### src/rtl/light_bar_pair_matcher_unit_macros.svh
// Assertion helpers used by the RTL.
`ifndef LIGHT_BAR_PAIR_MATCHER_UNIT_MACROS_SVH
`define LIGHT_BAR_PAIR_MATCHER_UNIT_MACROS_SVH

// Checked only outside reset.
`define LBPM_ASSERT(lbl, prop, msg) \
  lbl: assert property (@(posedge clk) disable iff (!rst_n) prop) else $error(msg);

// Checked on every edge, reset included.
`define LBPM_ASSERT_ALWAYS(lbl, prop, msg) \
  lbl: assert property (@(posedge clk) prop) else $error(msg);

`endif

### src/rtl/lbpm_ram.sv
module lbpm_ram #(
  parameter int WIDTH = 8,
  parameter int DEPTH = 32,
  localparam int AW = (DEPTH > 1) ? $clog2(DEPTH) : 1
) (
  input  logic             clk,
  input  logic             we,
  input  logic [AW-1:0]    waddr,
  input  logic [WIDTH-1:0] wdata,
  input  logic [AW-1:0]    raddr,
  output logic [WIDTH-1:0] rdata
);
  logic [WIDTH-1:0] mem [DEPTH];

  always_ff @(posedge clk) begin
    if (we) begin
      mem[waddr] <= wdata;
    end
    rdata <= mem[raddr];
  end
endmodule

### config.mk
export PLATFORM = sky130hd
export DESIGN_NAME = lbpm_ram
export DESIGN_NICKNAME = d
export VERILOG_FILES = /design/src/rtl/light_bar_pair_matcher_unit_macros.svh /design/src/rtl/lbpm_ram.sv
export SDC_FILE = /design/constraint.sdc
export NUM_CORES = 1
export LEC_CHECK = 0
export ABC_CLOCK_PERIOD_IN_PS = 3300
export BUFFER_PORTS_ARGS = -buffer_cell sky130_fd_sc_hd__buf_2
export CAP_MARGIN = 30
export CORE_ASPECT_RATIO = 0.8
export CORE_MARGIN = 2
export CORE_UTILIZATION = 45
export DETAILED_ROUTE_END_ITERATION = 10
export HOLD_SLACK_MARGIN = 0.12
export PLACE_DENSITY = 0.58
export SETUP_SLACK_MARGIN = 0.5
export SYNTH_ARGS = -nofsm -noshare
export SYNTH_HDL_FRONTEND = slang
export SYNTH_SLANG_ARGS = --single-unit
### constraint.sdc
create_clock -name clk -period 3.3 [get_ports clk]
set_input_delay 0.165 -clock clk [delete_from_list [all_inputs] [get_ports clk]]
set_output_delay 0.165 -clock clk [all_outputs]
set_load 0.02 [all_outputs]
## Word-level counts from Yosys, hierarchy flattened

Memories as Yosys holds them, arrays and structs flattened. A register that Yosys moved wholly into a read port is not among the register bits.
Index checks and enable logic that the tools add are counted.

- Muxes and demuxes: 2

Operator list:

| operator | number |
|---|---|
| 1-bit 2-to-1 mux | 2 |

- Logic and storage cells: 3
- Bits of input ports: 20
- Memories kept: 1
- Output and inout bits: 8
- Memory bits (writable): 256
- Register bits after elaboration: 0

Memories:

| name | words | bits a word | read ports | clocked after Yosys merged registers in | wr ports | line | source |
|---|---|---|---|---|---|---|---|
| mem | 32 | 8 | 1 | 1 | 1 | lbpm_ram.sv:13 | `logic [WIDTH-1:0] mem [DEPTH];` |

## Longest topological paths before layout

- Depth in word-level cells: 2
- Gate-level depth with buffers: 5
- Gate-level depth less buffers: 3

## Worst setup path before layout

OpenSTA, ideal clock, no wires.

- Path type: input to register
- Start: input raddr[2]
- End: register rdata[0], read port of mem
- Setup time: 0.121 ns
- Stages: 5
- Setup slack: 1.333 ns
- Buffers on the path: 2
- Required time: 3.179 ns
- Arrival time: 1.847 ns
- Cells stage by stage: clkbuf_1 clkbuf_1 mux4_2 mux4_2 mux2_2

RTL lines:

| element | line | source |
|---|---|---|
| start: declaration | lbpm_ram.sv:10 | `input logic [AW-1:0] raddr,` |
| end: declaration | lbpm_ram.sv:11 | `output logic [WIDTH-1:0] rdata` |

==> impl_metrics.env <==
export IMPL_area_growth_pct=13.9
export IMPL_gp_congestion=0.740
export IMPL_stdcell_count=785
export IMPL_setup_ws_ns=1.37
export IMPL_ys_seq_area_frac=0.781
export IMPL_p_comb_frac=0.051
export IMPL_path_cells="buf_4, buf_4, mux4_2, mux4_2, mux2_2"
export IMPL_p_int_uw=5630
export IMPL_pre_cts_ws_ns=0.783
export IMPL_pin_count=28
export IMPL_vias=4480
export IMPL_grt_max_degree=65
export IMPL_ys_ff_latch=264
export IMPL_wirelength_um=21000
export IMPL_postCtsSetupRepairBufs=0
export IMPL_synth_area_um2=10100
export IMPL_clk_path_buf_depth=3
export IMPL_fp_dieArea_um2=23600
export IMPL_min_period_ns=1.93
export IMPL_io_buffer_count=27
export IMPL_cp_required_ns=3.71
export IMPL_cts_hold_buffers=0
export IMPL_mostFrequentLayoutCells="256 x edfxtp_1, 80 x mux4_2, 33 x nor2_1"
export IMPL_insertion_delay_ns=0.53
export IMPL_antenna_left=0
export IMPL_slew_headroom=0.352
export IMPL_p_per_area_nw_per_um2=616
export IMPL_drtIter0Drc=547
export IMPL_fin_util=0.527
export IMPL_p_seq_frac=0.531
export IMPL_cts_max_level=1
export IMPL_crit_cells=5
export IMPL_place_area_um2=10600
export IMPL_period_share=0.584
export IMPL_first_global_vias=4515
export IMPL_first_pass_iters=4
export IMPL_track_usage=0.187
export IMPL_cts_sinks=264
export IMPL_fillCellCount=1696
export IMPL_cap_violations=0
export IMPL_syn_area_per_cell_um2=24.1
export IMPL_status="complete, no violations"
export IMPL_crit_start="raddr[0]"
export IMPL_path_buf_inv=2
export IMPL_cp_arrival_ns=2.34
export IMPL_post_cts_resized=0
export IMPL_cts_tree="built"
export IMPL_chipHeight_um=138
export IMPL_slowest_delay_ns=0.59
export IMPL_row_count=48
export IMPL_setup_viol=0
export IMPL_drive_gt1_frac=0.351
export IMPL_hp_class="primary input to flip-flop"
export IMPL_cp_end_kind="flip-flop"
export IMPL_crit_end="rdata[1]$_DFF_P_"
export IMPL_finClkSkew_ns=0.0170
export IMPL_drc=0
export IMPL_ir_drop_mv=0.397
export IMPL_start_kind="primary input"
export IMPL_setup_tns_ns=0
export IMPL_fin_area_um2=11500
export IMPL_p_leak_uw=0.00357
export IMPL_path_clk_slew_ns=0.06
export IMPL_antenna_found_initial=0
export IMPL_rsz0062_at_grt="false"
export IMPL_swShare=0.203
export IMPL_worstPathMaxFanout=22
export IMPL_crit_family="multiplexers"
export IMPL_via_per_inst=5.71
export IMPL_synthTopCellsByArea="edfxtp_1 76%, mux4_2 18%, dfxtp_1 1.6%"
export IMPL_crit_slowest_cell="mux4_2"
export IMPL_syn_instance_count=417
export IMPL_switchingPower_uw=1430
export IMPL_drv_slew=0
export IMPL_path_class="primary input to flip-flop"
export IMPL_dp_hpwl_um=12900
export IMPL_grt_ovfl_total=0
export IMPL_root_buffer="clkbuf_16"
export IMPL_num_nets_final=484
export IMPL_synth_top_area_share=0.765
export IMPL_r2r_start="mem[24][7]$_DFFE_PP_"
export IMPL_syn_nets=437
export IMPL_core_area_um2=21700
export IMPL_r2r_slack_ns=1.49
export IMPL_tightest_slew_ns=0.968
export IMPL_ff2ff_path_depth=3
export IMPL_max_clock_freq_ghz=0.519
export IMPL_cts_inserted_buffers=26
export IMPL_final_common_cell="edfxtp_1"
export IMPL_r2r_end="rdata[7]$_DFF_P_"
export IMPL_ys_warn_count=0
export IMPL_wire_per_inst_um=26.7
export IMPL_ys_types=15
export IMPL_start_util=0.462
export IMPL_post_place_cells=735
export IMPL_yosys_area_top_type="edfxtp_1"
export IMPL_dieWidth_um=171
export IMPL_p_clk_frac=0.418
export IMPL_hold_viol=0
export IMPL_grt_pass1_wl_um=30700
kinds of logic (layout without fill, tap and decap cells):
group,count (synthesis),in the layout,synth area share
flip-flops,264,264,0.781
multiplexers,88,88,0.188
AND/OR/NAND/NOR,45,45,0.0207
buffers and inverters,20,87,0.0106
other,0,1,0
Yosys cell counts, drive strengths merged:
cell type / n
clkbuf: 6
mux2: 8
or3b: 3
nand3b: 5
edfxtp: 256
or3: 1
nor2: 33
dfxtp: 8
nand3: 2
buf: 14
nand2: 1
mux4: 80
metal layers:
metal,part of all wire,GRT usage
met3,0.053,0.0359
met1,0.47,0.285
met4,0.031,0.0565
met2,0.45,0.277
met5,0,0
flip-flops by register name, summed over array words and instances (netlist names):
register	flops
rdata	8
mem	256
power groups by stage:
stage	registers, uW	logic [uW]	clock network, uW
6_report	3750	362	2950
5_1_grt	3750	386	3130
4_1_cts	3750	368	3010
3_5_place_dp	3820	367	0
3_3_place_gp	3820	359	0
2_1_floorplan	3830	199	0
through the flow:
step	total power, uW	hold WS [ns]
2_1_floorplan	4020	0.264
3_3_place_gp	4180	0.590
3_5_place_dp	4190	0.585
4_1_cts	7120	0.129
5_1_grt	7260	0.134
6_report	7060	0.133
area by class of cell:
cell class                      instances  area (um^2)  share of cell area
Timing Repair Buffer                   39          260              0.0227
Tap cell                              300          375              0.0328
Antenna cell                            1         2.50            0.000219
Clock inverter                         12          118              0.0103
Sequential cell                       264         7850               0.685
Multi-Input combinational cell        133         2100               0.183
Clock buffer                           36          749              0.0654
how the worst min path moves through the flow:
stage | slack (ns) | start | cells past startpoint | endpoint
5_1_grt | 0.13 | raddr[3] | 2 | rdata[6]$_DFF_P_
3_3_place_gp | 0.59 | rdata[0]$_DFF_P_ | 1 | rdata[0]
6_report | 0.13 | raddr[3] | 2 | rdata[6]$_DFF_P_
2_1_floorplan | 0.26 | wdata[0] | 0 | mem[0][0]$_DFFE_PP_
3_5_place_dp | 0.59 | rdata[3]$_DFF_P_ | 1 | rdata[3]
4_1_cts | 0.13 | raddr[3] | 2 | rdata[6]$_DFF_P_
No activity file was read; power rests on OpenSTA's default activity.
